`config.mk`:
```
export PLATFORM = sky130hd
export DESIGN_NAME = scan_code_to_ascii_translator_top_flat
export DESIGN_NICKNAME = d
export VERILOG_FILES = /design/src/hdl/sc2a_pkg.sv /design/src/hdl/sc2a_channels.sv /design/src/hdl/scan_code_to_ascii_translator_top.sv /design/src/hdl/sc2a_lookup.sv /design/src/flat_wrapper.sv
export VERILOG_INCLUDE_DIRS = /design/src /design/src/hdl
export SDC_FILE = /design/constraint.sdc
export NUM_CORES = 1
export LEC_CHECK = 0
export BUFFER_PORTS_ARGS = -buffer_cell sky130_fd_sc_hd__buf_4
export CAP_MARGIN = 20
export CELL_PAD_IN_SITES_DETAIL_PLACEMENT = 2
export CELL_PAD_IN_SITES_GLOBAL_PLACEMENT = 2
export CORE_MARGIN = 2
export CORE_UTILIZATION = 37
export CTS_CLUSTER_SIZE = 40
export DETAILED_ROUTE_END_ITERATION = 8
export MAX_ROUTING_LAYER = met4
export PLACE_DENSITY_LB_ADDON = 0.1
export SLEW_MARGIN = 20
export SYNTH_ARGS = -nofsm -noshare
export SYNTH_HDL_FRONTEND = slang
export SYNTH_SLANG_ARGS = --single-unit
```
`constraint.sdc`:
```
create_clock -name clock -period 7.3 [get_ports clock]
set_input_delay 1.095 -clock clock [delete_from_list [all_inputs] [get_ports clock]]
set_output_delay 1.095 -clock clock [all_outputs]
set_load 0.05 [all_outputs]
```
`src/hdl/assert_macros.svh`:
```
// assertion macros shared by the translator rtl
`ifndef ASSERT_MACROS_SVH
`define ASSERT_MACROS_SVH

`ifndef SYNTHESIS
`define ASSERT_IMPLIES(label, clk, rst, ante, cons) \
   label: assert property (@(posedge clk) disable iff (rst) (ante) |-> (cons)) \
      else $error("assertion failed");
`define ASSERT_NEXT(label, clk, rst, ante, cons) \
   label: assert property (@(posedge clk) disable iff (rst) (ante) |=> (cons)) \
      else $error("assertion failed");
`else
`define ASSERT_IMPLIES(label, clk, rst, ante, cons)
`define ASSERT_NEXT(label, clk, rst, ante, cons)
`endif

`endif

```
`src/hdl/sc2a_pkg.sv`:
```
// types, key constants and code tables of the scan code translator
`default_nettype none

package sc2a_pkg;

   localparam int CODE_W  = 8;
   localparam int IDX_W   = 7;
   localparam int SKIP_W  = 3;
   localparam int ROM_LEN = 89;

   localparam logic [CODE_W-1:0] EXT_PREFIX   = 8'hE0;
   localparam logic [CODE_W-1:0] PAUSE_PREFIX = 8'hE1;
   localparam logic [CODE_W-1:0] PAUSE_CODE   = 8'hA0;
   localparam logic [CODE_W-1:0] LETTER_FIRST = 8'h61;
   localparam logic [CODE_W-1:0] LETTER_LAST  = 8'h7A;

   localparam logic [IDX_W-1:0] LEFT_SHIFT    = 7'd42;
   localparam logic [IDX_W-1:0] RIGHT_SHIFT   = 7'd54;
   localparam logic [IDX_W-1:0] KEY_CAPS      = 7'd58;
   localparam logic [IDX_W-1:0] KEY_NUM       = 7'd69;
   localparam logic [IDX_W-1:0] KEY_SCROLL    = 7'd70;
   localparam logic [IDX_W-1:0] KEYPAD_FIRST  = 7'd71;
   localparam logic [IDX_W-1:0] KEYPAD_LAST   = 7'd83;
   localparam logic [IDX_W-1:0] SYMBOL_FIRST  = 7'd2;
   localparam logic [IDX_W-1:0] SYMBOL_LAST   = 7'd53;

   localparam logic [SKIP_W-1:0] PAUSE_SKIP_RESET = 3'd2;

   localparam logic [CODE_W-1:0] ROM_PLAIN [ROM_LEN] = '{
      8'h00, 8'h1B, 8'h31, 8'h32, 8'h33, 8'h34, 8'h35, 8'h36, 8'h37, 8'h38,
      8'h39, 8'h30, 8'h2D, 8'h3D, 8'h08, 8'h09, 8'h71, 8'h77, 8'h65, 8'h72,
      8'h74, 8'h79, 8'h75, 8'h69, 8'h6F, 8'h70, 8'h5B, 8'h5D, 8'h0A, 8'h81,
      8'h61, 8'h73, 8'h64, 8'h66, 8'h67, 8'h68, 8'h6A, 8'h6B, 8'h6C, 8'h3B,
      8'h27, 8'h60, 8'h82, 8'h5C, 8'h7A, 8'h78, 8'h63, 8'h76, 8'h62, 8'h6E,
      8'h6D, 8'h2C, 8'h2E, 8'h2F, 8'h83, 8'h2A, 8'h85, 8'h20, 8'h86, 8'h87,
      8'h88, 8'h89, 8'h8A, 8'h8B, 8'h8C, 8'h8D, 8'h8E, 8'h8F, 8'h90, 8'h91,
      8'h92, 8'h93, 8'h94, 8'h95, 8'h2D, 8'h96, 8'h97, 8'h98, 8'h2B, 8'h99,
      8'h9A, 8'h9B, 8'h9C, 8'h9D, 8'h00, 8'h00, 8'h00, 8'h9E, 8'h9F
   };

   localparam logic [CODE_W-1:0] ROM_SHIFTED [ROM_LEN] = '{
      8'h00, 8'h1B, 8'h21, 8'h40, 8'h23, 8'h24, 8'h25, 8'h5E, 8'h26, 8'h2A,
      8'h28, 8'h29, 8'h5F, 8'h2B, 8'h08, 8'h09, 8'h51, 8'h57, 8'h45, 8'h52,
      8'h54, 8'h59, 8'h55, 8'h49, 8'h4F, 8'h50, 8'h7B, 8'h7D, 8'h0A, 8'h81,
      8'h41, 8'h53, 8'h44, 8'h46, 8'h47, 8'h48, 8'h4A, 8'h4B, 8'h4C, 8'h3A,
      8'h22, 8'h7E, 8'h82, 8'h7C, 8'h5A, 8'h58, 8'h43, 8'h56, 8'h42, 8'h4E,
      8'h4D, 8'h3C, 8'h3E, 8'h3F, 8'h83, 8'h2A, 8'h85, 8'h20, 8'h86, 8'h87,
      8'h88, 8'h89, 8'h8A, 8'h8B, 8'h8C, 8'h8D, 8'h8E, 8'h8F, 8'h90, 8'h91,
      8'h92, 8'h37, 8'h38, 8'h39, 8'h2D, 8'h34, 8'h35, 8'h36, 8'h2B, 8'h31,
      8'h32, 8'h33, 8'h30, 8'h2E, 8'h00, 8'h00, 8'h00, 8'h9E, 8'h9F
   };

   typedef struct packed {
      logic shift_held;
      logic caps_on;
      logic num_on;
      logic prefix_pending;
   } lock_state_type;

   typedef struct packed {
      logic              emitted;
      logic [CODE_W-1:0] key_code;
      logic              key_pressed;
      logic              extended_key;
      logic              led_update;
      logic              caps_led;
      logic              num_led;
      logic              scroll_led;
   } result_type;

endpackage

`default_nettype wire

```
`src/hdl/sc2a_channels.sv`:
```
// valid/ready channel interfaces of the scan code translator
`default_nettype none

interface sc2a_req_if;
   logic       valid;
   logic       ready;
   logic [7:0] scan_code;

   modport source (output valid, output scan_code, input ready);
   modport sink (input valid, input scan_code, output ready);
endinterface

interface sc2a_rsp_if;
   logic       valid;
   logic       ready;
   logic       emitted;
   logic [7:0] key_code;
   logic       key_pressed;
   logic       extended_key;
   logic       led_update;
   logic       caps_led;
   logic       num_led;
   logic       scroll_led;

   modport source (
      output valid, output emitted, output key_code, output key_pressed,
      output extended_key, output led_update, output caps_led, output num_led,
      output scroll_led, input ready
   );
   modport sink (
      input valid, input emitted, input key_code, input key_pressed,
      input extended_key, input led_update, input caps_led, input num_led,
      input scroll_led, output ready
   );
endinterface

interface sc2a_csr_if;
   logic       valid;
   logic       ready;
   logic [2:0] pause_skip_count;

   modport source (output valid, output pause_skip_count, input ready);
   modport sink (input valid, input pause_skip_count, output ready);
endinterface

`default_nettype wire

```
`src/hdl/scan_code_to_ascii_translator_top.sv`:
```
// top level of the set-1 scan code to key code translator
`default_nettype none
`include "assert_macros.svh"

// Translates one set-1 scan code byte per transaction into one result
// transaction carrying the key code, make/break and extended flags and the
// lock LED states. A byte is accepted every cycle while the result register
// is empty or being drained; its result is registered on accept. The rate is
// set by the single result register, which holds the table read and the lock
// state update done in the cycle of acceptance. The pause skip count is
// written through the csr channel, which is always ready; reset value is 2.

module scan_code_to_ascii_translator_top #(
   parameter int TABLE_ENTRIES = 89
) (
   input wire logic    clock,
   input wire logic    reset,
   sc2a_req_if.sink    req_port,
   sc2a_rsp_if.source  rsp_port,
   sc2a_csr_if.sink    csr_port
);

   logic                          req_accept;
   logic [sc2a_pkg::SKIP_W-1:0]   pause_skip_count_ff;
   logic                          shift_held_ff, shift_held_in;
   logic                          caps_on_ff, caps_on_in;
   logic                          num_on_ff, num_on_in;
   logic                          scroll_on_ff, scroll_on_in;
   logic                          prefix_pending_ff, prefix_pending_in;
   logic [sc2a_pkg::SKIP_W-1:0]   skip_left_ff, skip_left_in;
   logic                          rsp_valid_ff;
   sc2a_pkg::result_type          rsp_ff, rsp_in;
   sc2a_pkg::lock_state_type      lock_state;
   logic [sc2a_pkg::IDX_W-1:0]    key_index;
   logic                          key_make;
   logic [sc2a_pkg::CODE_W-1:0]   table_code;
   logic                          skip_accept;
   logic                          pause_accept;
   logic                          led_accept;
   logic [2:0]                    lock_bits;
   logic [2:0]                    rsp_leds;

   assign req_port.ready = !rsp_valid_ff || rsp_port.ready;
   assign req_accept     = req_port.valid && req_port.ready;
   assign csr_port.ready = 1'b1;

   assign key_index = req_port.scan_code[sc2a_pkg::IDX_W-1:0];
   assign key_make  = !req_port.scan_code[sc2a_pkg::CODE_W-1];

   assign lock_state = '{
      shift_held:     shift_held_ff,
      caps_on:        caps_on_ff,
      num_on:         num_on_ff,
      prefix_pending: prefix_pending_ff
   };

   sc2a_lookup #(
      .TABLE_ENTRIES (TABLE_ENTRIES)
   ) u_lookup (
      .key_index  (key_index),
      .lock_state (lock_state),
      .key_code   (table_code)
   );

   always_comb begin
      shift_held_in     = shift_held_ff;
      caps_on_in        = caps_on_ff;
      num_on_in         = num_on_ff;
      scroll_on_in      = scroll_on_ff;
      prefix_pending_in = prefix_pending_ff;
      skip_left_in      = skip_left_ff;
      rsp_in            = '0;
      if (skip_left_ff != '0) begin
         skip_left_in = skip_left_ff - sc2a_pkg::SKIP_W'(1);
      end else if (req_port.scan_code == sc2a_pkg::PAUSE_PREFIX) begin
         rsp_in.emitted     = 1'b1;
         rsp_in.key_code    = sc2a_pkg::PAUSE_CODE;
         rsp_in.key_pressed = 1'b1;
         skip_left_in       = pause_skip_count_ff;
      end else if (req_port.scan_code == sc2a_pkg::EXT_PREFIX) begin
         prefix_pending_in = 1'b1;
      end else begin
         rsp_in.emitted      = 1'b1;
         rsp_in.key_code     = table_code;
         rsp_in.key_pressed  = key_make;
         rsp_in.extended_key = prefix_pending_ff;
         prefix_pending_in   = 1'b0;
         if (key_index == sc2a_pkg::LEFT_SHIFT || key_index == sc2a_pkg::RIGHT_SHIFT) begin
            shift_held_in = key_make;
         end else if (key_index == sc2a_pkg::KEY_CAPS && key_make) begin
            caps_on_in        = !caps_on_ff;
            rsp_in.led_update = 1'b1;
         end else if (key_index == sc2a_pkg::KEY_NUM && key_make) begin
            num_on_in         = !num_on_ff;
            rsp_in.led_update = 1'b1;
         end else if (key_index == sc2a_pkg::KEY_SCROLL && key_make) begin
            scroll_on_in      = !scroll_on_ff;
            rsp_in.led_update = 1'b1;
         end
      end
      rsp_in.caps_led   = caps_on_in;
      rsp_in.num_led    = num_on_in;
      rsp_in.scroll_led = scroll_on_in;
   end

   always_ff @(posedge clock) begin
      if (reset) begin
         pause_skip_count_ff <= sc2a_pkg::PAUSE_SKIP_RESET;
      end else if (csr_port.valid && csr_port.ready) begin
         pause_skip_count_ff <= csr_port.pause_skip_count;
      end
   end

   always_ff @(posedge clock) begin
      if (reset) begin
         shift_held_ff     <= 1'b0;
         caps_on_ff        <= 1'b0;
         num_on_ff         <= 1'b0;
         scroll_on_ff      <= 1'b0;
         prefix_pending_ff <= 1'b0;
         skip_left_ff      <= '0;
      end else if (req_accept) begin
         shift_held_ff     <= shift_held_in;
         caps_on_ff        <= caps_on_in;
         num_on_ff         <= num_on_in;
         scroll_on_ff      <= scroll_on_in;
         prefix_pending_ff <= prefix_pending_in;
         skip_left_ff      <= skip_left_in;
      end
   end

   always_ff @(posedge clock) begin
      if (reset) begin
         rsp_valid_ff <= 1'b0;
      end else if (req_accept) begin
         rsp_valid_ff <= 1'b1;
      end else if (rsp_port.ready) begin
         rsp_valid_ff <= 1'b0;
      end
   end

   always_ff @(posedge clock) begin
      if (req_accept) begin
         rsp_ff <= rsp_in;
      end
   end

   assign rsp_port.valid        = rsp_valid_ff;
   assign rsp_port.emitted      = rsp_ff.emitted;
   assign rsp_port.key_code     = rsp_ff.key_code;
   assign rsp_port.key_pressed  = rsp_ff.key_pressed;
   assign rsp_port.extended_key = rsp_ff.extended_key;
   assign rsp_port.led_update   = rsp_ff.led_update;
   assign rsp_port.caps_led     = rsp_ff.caps_led;
   assign rsp_port.num_led      = rsp_ff.num_led;
   assign rsp_port.scroll_led   = rsp_ff.scroll_led;

   assign skip_accept  = req_accept && (skip_left_ff != '0);
   assign pause_accept = req_accept && (skip_left_ff == '0)
                         && (req_port.scan_code == sc2a_pkg::PAUSE_PREFIX);
   assign led_accept   = req_accept && rsp_in.led_update;
   assign lock_bits    = {caps_on_ff, num_on_ff, scroll_on_ff};
   assign rsp_leds     = {rsp_ff.caps_led, rsp_ff.num_led, rsp_ff.scroll_led};

   `ASSERT_NEXT(a_skip_silent, clock, reset, skip_accept, !rsp_ff.emitted && !rsp_ff.led_update)
   `ASSERT_NEXT(a_pause_load, clock, reset, pause_accept, skip_left_ff == $past(pause_skip_count_ff))
   `ASSERT_NEXT(a_led_toggle, clock, reset, led_accept, lock_bits != $past(lock_bits))
   `ASSERT_NEXT(a_ext_prefix, clock, reset, req_accept && !prefix_pending_ff, !rsp_ff.extended_key)
   `ASSERT_IMPLIES(a_led_mirror, clock, reset, rsp_valid_ff, rsp_leds == lock_bits)

endmodule

`default_nettype wire

```
`src/hdl/sc2a_lookup.sv`:
```
// two-column key code table read with shift, caps and num lock column select
`default_nettype none

module sc2a_lookup #(
   parameter int TABLE_ENTRIES = 89
) (
   input  wire logic [sc2a_pkg::IDX_W-1:0]  key_index,
   input  wire sc2a_pkg::lock_state_type    lock_state,
   output logic      [sc2a_pkg::CODE_W-1:0] key_code
);

   logic                          in_range;
   logic [sc2a_pkg::CODE_W-1:0]   plain_code;
   logic [sc2a_pkg::CODE_W-1:0]   shifted_code;
   logic                          use_shifted;

   always_comb begin
      in_range     = (int'(key_index) < TABLE_ENTRIES) && (int'(key_index) < sc2a_pkg::ROM_LEN);
      plain_code   = in_range ? sc2a_pkg::ROM_PLAIN[key_index] : '0;
      shifted_code = in_range ? sc2a_pkg::ROM_SHIFTED[key_index] : '0;
      if (plain_code inside {[sc2a_pkg::LETTER_FIRST:sc2a_pkg::LETTER_LAST]}) begin
         use_shifted = lock_state.shift_held ^ lock_state.caps_on;
      end else if (key_index inside {[sc2a_pkg::SYMBOL_FIRST:sc2a_pkg::SYMBOL_LAST]}) begin
         use_shifted = lock_state.shift_held;
      end else if ((key_index inside {[sc2a_pkg::KEYPAD_FIRST:sc2a_pkg::KEYPAD_LAST]})
                   && !lock_state.prefix_pending) begin
         use_shifted = lock_state.num_on;
      end else begin
         use_shifted = 1'b0;
      end
      key_code = use_shifted ? shifted_code : plain_code;
   end

endmodule

`default_nettype wire

```
`src/flat_wrapper.sv`:
```
// flat-port wrapper written by rule: the top's interface ports become plain ports
module scan_code_to_ascii_translator_top_flat 
#(
   parameter int TABLE_ENTRIES = 89
)
  (clock, reset, req_port_valid, req_port_scan_code, req_port_ready, rsp_port_valid, rsp_port_emitted, rsp_port_key_code, rsp_port_key_pressed, rsp_port_extended_key, rsp_port_led_update, rsp_port_caps_led, rsp_port_num_led, rsp_port_scroll_led, rsp_port_ready, csr_port_valid, csr_port_pause_skip_count, csr_port_ready);
  sc2a_req_if req_port_i ();
  sc2a_rsp_if rsp_port_i ();
  sc2a_csr_if csr_port_i ();
  input wire logic clock;
  input wire logic reset;
  input wire logic [$bits(req_port_i.valid)-1:0] req_port_valid;
  input wire logic [$bits(req_port_i.scan_code)-1:0] req_port_scan_code;
  output wire logic [$bits(req_port_i.ready)-1:0] req_port_ready;
  output wire logic [$bits(rsp_port_i.valid)-1:0] rsp_port_valid;
  output wire logic [$bits(rsp_port_i.emitted)-1:0] rsp_port_emitted;
  output wire logic [$bits(rsp_port_i.key_code)-1:0] rsp_port_key_code;
  output wire logic [$bits(rsp_port_i.key_pressed)-1:0] rsp_port_key_pressed;
  output wire logic [$bits(rsp_port_i.extended_key)-1:0] rsp_port_extended_key;
  output wire logic [$bits(rsp_port_i.led_update)-1:0] rsp_port_led_update;
  output wire logic [$bits(rsp_port_i.caps_led)-1:0] rsp_port_caps_led;
  output wire logic [$bits(rsp_port_i.num_led)-1:0] rsp_port_num_led;
  output wire logic [$bits(rsp_port_i.scroll_led)-1:0] rsp_port_scroll_led;
  input wire logic [$bits(rsp_port_i.ready)-1:0] rsp_port_ready;
  input wire logic [$bits(csr_port_i.valid)-1:0] csr_port_valid;
  input wire logic [$bits(csr_port_i.pause_skip_count)-1:0] csr_port_pause_skip_count;
  output wire logic [$bits(csr_port_i.ready)-1:0] csr_port_ready;
  assign req_port_i.valid = req_port_valid;
  assign req_port_i.scan_code = req_port_scan_code;
  assign req_port_ready = req_port_i.ready;
  assign rsp_port_valid = rsp_port_i.valid;
  assign rsp_port_emitted = rsp_port_i.emitted;
  assign rsp_port_key_code = rsp_port_i.key_code;
  assign rsp_port_key_pressed = rsp_port_i.key_pressed;
  assign rsp_port_extended_key = rsp_port_i.extended_key;
  assign rsp_port_led_update = rsp_port_i.led_update;
  assign rsp_port_caps_led = rsp_port_i.caps_led;
  assign rsp_port_num_led = rsp_port_i.num_led;
  assign rsp_port_scroll_led = rsp_port_i.scroll_led;
  assign rsp_port_i.ready = rsp_port_ready;
  assign csr_port_i.valid = csr_port_valid;
  assign csr_port_i.pause_skip_count = csr_port_pause_skip_count;
  assign csr_port_ready = csr_port_i.ready;
  scan_code_to_ascii_translator_top #(.TABLE_ENTRIES(TABLE_ENTRIES)) u_core (.clock(clock), .reset(reset), .req_port(req_port_i), .rsp_port(rsp_port_i), .csr_port(csr_port_i));
endmodule
```
==> impl_metrics.csv, run 1 <==
group,metric,value,unit
yosys,async_flop_share,0,%
timing,finalHoldViolCount,0,
floorplan,core_area,0.00859,mm^2
timing,drv_slew,0,
timing,fmax,217,MHz
yosys,synth.distinct_cells,65,
setup_path,cp_cell_sequence,"buf_4 > inv_1 > ha_1 > nor2b_1 > a21oi_1 > o41ai_1 > a32o_1 > or4_1 > o211a_2 > mux2i_4 > o211ai_1",
placement,numPortBuffers,32,
yosys,ys_seq_elements,27,
clock_tree,cts_root_buf,"clkbuf_8",
clock_tree,ctsHtreeMaxLevel,1,
power_and_ir_drop,power,0.592,mW
yosys,synth_top_cell_by_area,"edfxtp_1",
yosys,syn_inst,438,
cells_and_area,diodes,0,
power_and_ir_drop,power_density,170,mW/mm^2
setup_path,worst-path-buf-inv,2,
yosys,synthTopCellsByArea,"edfxtp_1 14%, dfxtp_1 7.4%, ha_1 7.0%",
drt,drt_wl_total,13300,um
setup_path,r2r_start,"u_core.skip_left_ff[0]",
floorplan,floorplan.die_area,0.00949,mm^2
clock_tree,post_cts_buffers,0,
cells_and_area,final_nets,466,
global_routing,use_met3,2.23,%
timing,tightestPinTransition,0.792,ns
global_routing,grt_max_degree,71,
yosys,synth-main-ff-cell,"edfxtp_1",
clock_tree,cts_buffer_depth,2,
floorplan,dieHeight,97.4,um
yosys,synthTopCellsByCount,"41 x o21ai_0, 39 x nand2_1, 33 x nor2_1",
setup_path,worstSetupEndpointType,"register",
clock_tree,path_clk_slew,0.11,ns
global_routing,antenna_found_initial,0,
placement,placed_area,0.00343,mm^2
global_routing,globalRoute.totalOverflow,0,
cells_and_area,syn2layout_area_growth,7.55,%
yosys,syn_avg_cell_area,7.38,um^2
floorplan,initial_core_util,37.6,%
setup_path,cp_data_arrival_time,4.66,ns
clock_tree,worstSkewPairLatency,0.30,ns
timing,min_period,4.61,ns
yosys,yosys_warnings,0,
yosys,synth_nets,472,
global_routing,grt_pass1_vias,3603,
setup_path,reg2reg_slack,5.00,ns
setup_path,critPathLaunch,"req_port_scan_code[2]",
drt,drc,0,
placement,gp_congestion,0.920,
yosys,yosysSeqAreaShare,21.4,%
drt,drt_first_pass_iters,6,
setup_path,cp_top_family,"compound AO/OA/AOI/OAI gates",
setup_path,start_kind,"input port",
setup_path,critPathMaxStageDelay,0.53,ns
min_path,hold_depth,1,
global_routing,top_usage_layer,"met2",
run,maxCapViolations,0,
setup_path,r2r_cells,7,
global_routing,grt.total_usage,28.6,%
drt,avgViaCountPerCell,6.61,
drt,antenna_left,0,
timing,setup_tns,0,ns
clock_tree,ctsResizeCount,0,
min_path,worstHoldEndpoint,"u_core.skip_left_ff[0]",
yosys,yosysMostFrequentCell,"o21ai_0",
global_routing,grt.met2_usage,45.1,%
min_path,holdCritPathClass,"register to register",
floorplan,rows,34,
power_and_ir_drop,ir_drop,68.8,uV
yosys,synth_top_area_share,13.9,%
run_status,status,"finished, final reports clean",
floorplan,die_w,97.4,um
clock_tree,hold_buffers,0,
cells_and_area,drive_gt1_share,10.9,%
global_routing,grt_pass1_wl,20900,um
clock_tree,tritoncts,"yes",
timing,rsz0062_at_grt,"no",
cells_and_area,stdcell_area,0.00347,mm^2
timing,slew_headroom,47.1,%
timing,finalSetupViolations,0,
drt,route.vias.total,3563,
setup_path,crit_required,7.35,ns
min_path,holdCritStartpoint,"u_core.skip_left_ff[0]",
setup_path,worstReg2RegEnd,"u_core.rsp_port.key_code[6]",
yosys,synth_edf_count,15,
clock_tree,cts.sinks,27,
clock_tree,cts_made_buffers,3,
global_routing,groute.layer.met1.usage,39.8,%
yosys,netlist_area,0.00323,mm^2
placement,dp_hpwl,9420,um
timing,finalClockSkew,0.0155,ns
setup_path,crit_slowest_cell,"buf_4",
drt,wire_per_inst,24.6,um
drt,drtIter0Drc,294,
setup_path,worstSetupPathType,"input port to register",
power_and_ir_drop,p_leak,1.33,nW
timing,period_share,63.1,%
floorplan,io_pins,34,
setup_path,cp_max_fo,70,
## per-layer routing
metal | vias up | wire (um)
li1 | 1616 | -
met1 | 1784 | 5980
met2 | 140 | 6180
met3 | 23 | 808
met4 | 0 | 286
met5 | - | 0
## cells in the final DEF (no fill, tap or decap), types with 2 or more instances in the layout
| master | instances |
|---|---|
| nand2b_1 | 11 |
| nand4_1 | 3 |
| a221o_1 | 3 |
| and3_1 | 4 |
| dfxtp_1 | 12 |
| a221oi_1 | 5 |
| a211o_1 | 3 |
| o2111ai_1 | 3 |
| o31ai_1 | 3 |
| xnor2_1 | 4 |
| nand3_1 | 15 |
| o311ai_0 | 2 |
| or2_2 | 2 |
| a21oi_1 | 32 |
| mux2_2 | 4 |
| nor2b_1 | 16 |
| and2_1 | 7 |
| mux2i_1 | 15 |
| o31a_1 | 2 |
| nor4_1 | 2 |
| o21a_1 | 2 |
| nand2_1 | 39 |
| nor2_1 | 33 |
| a31oi_1 | 7 |
| or3_1 | 5 |
| clkbuf_8 | 3 |
| o221ai_1 | 5 |
| buf_4 | 32 |
| edfxtp_1 | 15 |
| o21ai_0 | 41 |
| o22ai_1 | 8 |
| a311oi_1 | 7 |
| a21o_1 | 4 |
| o211ai_1 | 7 |
| a211oi_1 | 4 |
| inv_1 | 13 |
| nor3_1 | 13 |
| nor3b_1 | 3 |
| ha_1 | 18 |
## flip-flops by register name, indices dropped and copies added, names as in the netlist
| signal | count |
|---|---|
| u_core.rsp_port.extended_key | 1 |
| u_core.rsp_port.scroll_led | 1 |
| u_core.rsp_port.valid | 1 |
| u_core.pause_skip_count_ff | 3 |
| u_core.scroll_on_ff | 1 |
| u_core.rsp_port.led_update | 1 |
| u_core.rsp_port.emitted | 1 |
| u_core.shift_held_ff | 1 |
| u_core.skip_left_ff | 3 |
| u_core.rsp_port.key_code | 8 |
| u_core.rsp_port.num_led | 1 |
| u_core.prefix_pending_ff | 1 |
| u_core.rsp_port.caps_led | 1 |
| u_core.rsp_port.key_pressed | 1 |
| u_core.num_on_ff | 1 |
| u_core.caps_on_ff | 1 |
## how the worst max path moves through the flow
stage / to / cells after the start
after global routing: u_core.rsp_port.key_code[5] / 11
final: u_core.rsp_port.key_code[5] / 11
after detailed placement: u_core.rsp_port.key_code[5] / 11
after global placement: u_core.rsp_port.key_code[5] / 11
after CTS: u_core.rsp_port.key_code[5] / 11
after floorplan: u_core.rsp_port.key_code[5] / 11
## per-stage QoR
stage	hold slack (ns)	setup slack (ns)	std cells	util [%]
after floorplan	0.450	3.04	438	-
after global placement	0.472	2.57	535	39.9
after detailed placement	0.486	2.46	535	39.9
after CTS	0.508	2.76	539	40.4
after global routing	0.542	2.54	539	40.4
final	0.510	2.69	539	40.4
## logic make-up (layout without fill, tap and decap cells)
group	after synthesis	in the layout	share of synthesized area, %
flip-flops	27	27	21.4
AO/OA/AOI/OAI	151	151	30.8
adder cells (fa/ha/maj)	18	18	6.97
other	1	1	0.116
XOR/XNOR	5	5	1.36
buffers and inverters	56	49	7.09
multiplexers	22	22	7.90
AND/OR/NAND/NOR	158	158	24.4
## where the power goes
part	internal [mW]	switching, mW	leakage (nW)	total (mW)
Sequential	0.184	0.00835	0.246	0.192
Clock	0.0391	0.0557	0.0217	0.0948
Combinational	0.0947	0.211	1.06	0.305
Total	0.317	0.275	1.33	0.592
## worst reg2reg max path, cell delays in order (launching register included)
cell	delay (ns)
dfxtp_1	0.35
inv_1	0.08
ha_1	0.21
nor2b_1	0.55
and2_1	0.47
nand2_1	0.14
a211o_1	0.25
o22ai_1	0.10
## layout make-up
cell class	count	area, um^2
Fill cell	1044	5120
Timing Repair Buffer	32	240
Sequential cell	27	691
Clock inverter	1	7.51
Multi-Input combinational cell	355	2310
Inverter	13	48.8
Clock buffer	3	41.3
Tap cell	108	135
Note: power is estimated with default switching activity, not from simulation.
==> run 2, diff against run 1 <==
CORE_UTILIZATION = 31   (was 37)
clock period = 4.2 ns   (was 7.3 ns; I/O delays follow)
==> impl_metrics.csv, run 2 (synthesized netlist as in run 1, its figures left out) <==
group,metric,value,unit
global_routing,grt_pass1_vias,3641,
drt,route.vias.total,3507,
timing,drv_slew,0,
placement,dp_hpwl,10200,um
cells_and_area,syn2layout_area_growth,13.7,%
floorplan,floorplan.die_area,0.0113,mm^2
run,maxCapViolations,0,
timing,setup_tns,0,ns
cells_and_area,final_cell_mix,"54 x buf_4, 41 x o21ai_0, 39 x nand2_1",
drt,drt_wl_total,13500,um
run_status,status,"finished, final reports clean",
clock_tree,cts_made_buffers,3,
clock_tree,ctsResizeCount,0,
drt,antenna_left,0,
cells_and_area,drive_gt1_share,15.2,%
global_routing,globalRoute.totalOverflow,0,
setup_path,cp_max_fo,16,
setup_path,start_kind,"input port",
cells_and_area,diodes,0,
timing,finalSetupViolations,0,
floorplan,initial_core_util,31.6,%
clock_tree,cts.sinks,27,
clock_tree,cts_root_buf,"clkbuf_8",
power_and_ir_drop,ir_drop,155,uV
timing,rsz0062_at_grt,"no",
setup_path,worstSetupEndpointType,"register",
cells_and_area,final_nets,488,
drt,avgViaCountPerCell,5.95,
setup_path,cp_data_arrival_time,3.80,ns
power_and_ir_drop,p_leak,1.44,nW
timing,min_period,3.67,ns
drt,drt_first_pass_iters,4,
global_routing,antenna_found_initial,1,
timing,slew_headroom,44.9,%
floorplan,dieHeight,106,um
floorplan,io_pins,34,
drt,drtIter0Drc,210,
clock_tree,path_clk_slew,0.11,ns
cells_and_area,nFillCells,1225,
setup_path,worstSetupPathType,"input port to register",
timing,finalClockSkew,0.00811,ns
floorplan,die_w,106,um
cells_and_area,final_util,35.9,%
drt,wire_per_inst,23.0,um
clock_tree,post_cts_buffers,0,
global_routing,grt_pass1_wl,21200,um
timing,finalHoldViolCount,0,
cells_and_area,stdcell_area,0.00367,mm^2
timing,fmax,272,MHz
power_and_ir_drop,power_density,283,mW/mm^2
placement,gp_congestion,0.907,
placement,placed_area,0.00363,mm^2
clock_tree,worstSkewPairLatency,0.28,ns
clock_tree,cts_buffer_depth,2,
drt,drc,0,
min_path,holdCritPathClass,"register to register",
timing,tightestPinTransition,0.826,ns
cells_and_area,largest_reg_flops,8,
setup_path,crit_required,4.33,ns
cells_and_area,final_common_cell,"buf_4",
global_routing,grt_max_degree,58,
floorplan,core_area,0.0102,mm^2
clock_tree,ctsHtreeMaxLevel,1,
timing,period_share,87.4,%
placement,numPortBuffers,32,
floorplan,rows,37,
global_routing,grt.total_usage,25.0,%
clock_tree,tritoncts,"yes",
clock_tree,hold_buffers,0,
-- run 2: layout make-up --
class                           instances  area [um^2]  area share, %
Tap cell                              136          170           4.63
Clock inverter                          1         7.51          0.204
Multi-Input combinational cell        355         2310           62.9
Inverter                               13         48.8           1.33
Sequential cell                        27          691           18.8
Timing Repair Buffer                   54          405           11.0
Clock buffer                            3         41.3           1.12
-- run 2: metrics by stage --
stage | setup WS (ns) | hold WS [ns] | instances | total power [mW]
2_1_floorplan | 0.409 | 0.450 | 438 | 0.712
3_3_place_gp | 0.424 | 0.473 | 585 | 0.867
3_5_place_dp | 0.230 | 0.498 | 585 | 0.884
4_1_cts | 0.528 | 0.514 | 589 | 1.05
5_1_grt | 0.231 | 0.534 | 589 | 1.11
6_report | 0.527 | 0.510 | 589 | 1.04
-- run 2: path summary, 6_finish.rpt --
path,startpoint,end,slack (ns),cells past startpoint
worst max-delay path,req_port_scan_code[0],u_core.rsp_port.key_code[0],0.53,11
worst min-delay path,u_core.skip_left_ff[0],u_core.skip_left_ff[0],0.51,1
worst max register to register,u_core.skip_left_ff[0],u_core.rsp_port.key_code[6],1.87,7
worst min register to register,u_core.skip_left_ff[0],u_core.skip_left_ff[0],0.51,1
-- run 2: critical path: stages --
cell and delay (ns):
buf_4 0.20, inv_1 0.16, ha_1 0.43, o21ai_0 0.35
a21oi_1 0.11, o311ai_0 0.31, o311ai_0 0.29, or4_1 0.54
o211a_2 0.19, mux2i_4 0.33, mux2i_1 0.26
-- run 2: power by group --
group / switching (mW) / internal (mW) / leakage, nW
logic: 0.366 / 0.179 / 1.17
registers: 0.0125 / 0.319 / 0.246
clock network: 0.0946 / 0.0676 / 0.0217
total: 0.474 / 0.566 / 1.44
-- run 2: per-layer routing --
| layer | GRT usage [%] | vias to the layer above | wire length [um] |
|---|---|---|---|
| met5 | - | - | 0 |
| met4 | 4.42 | 0 | 165 |
| met3 | 2.51 | 10 | 674 |
| met2 | 41.0 | 95 | 6450 |
| met1 | 33.9 | 1751 | 6260 |
| li1 | - | 1651 | - |
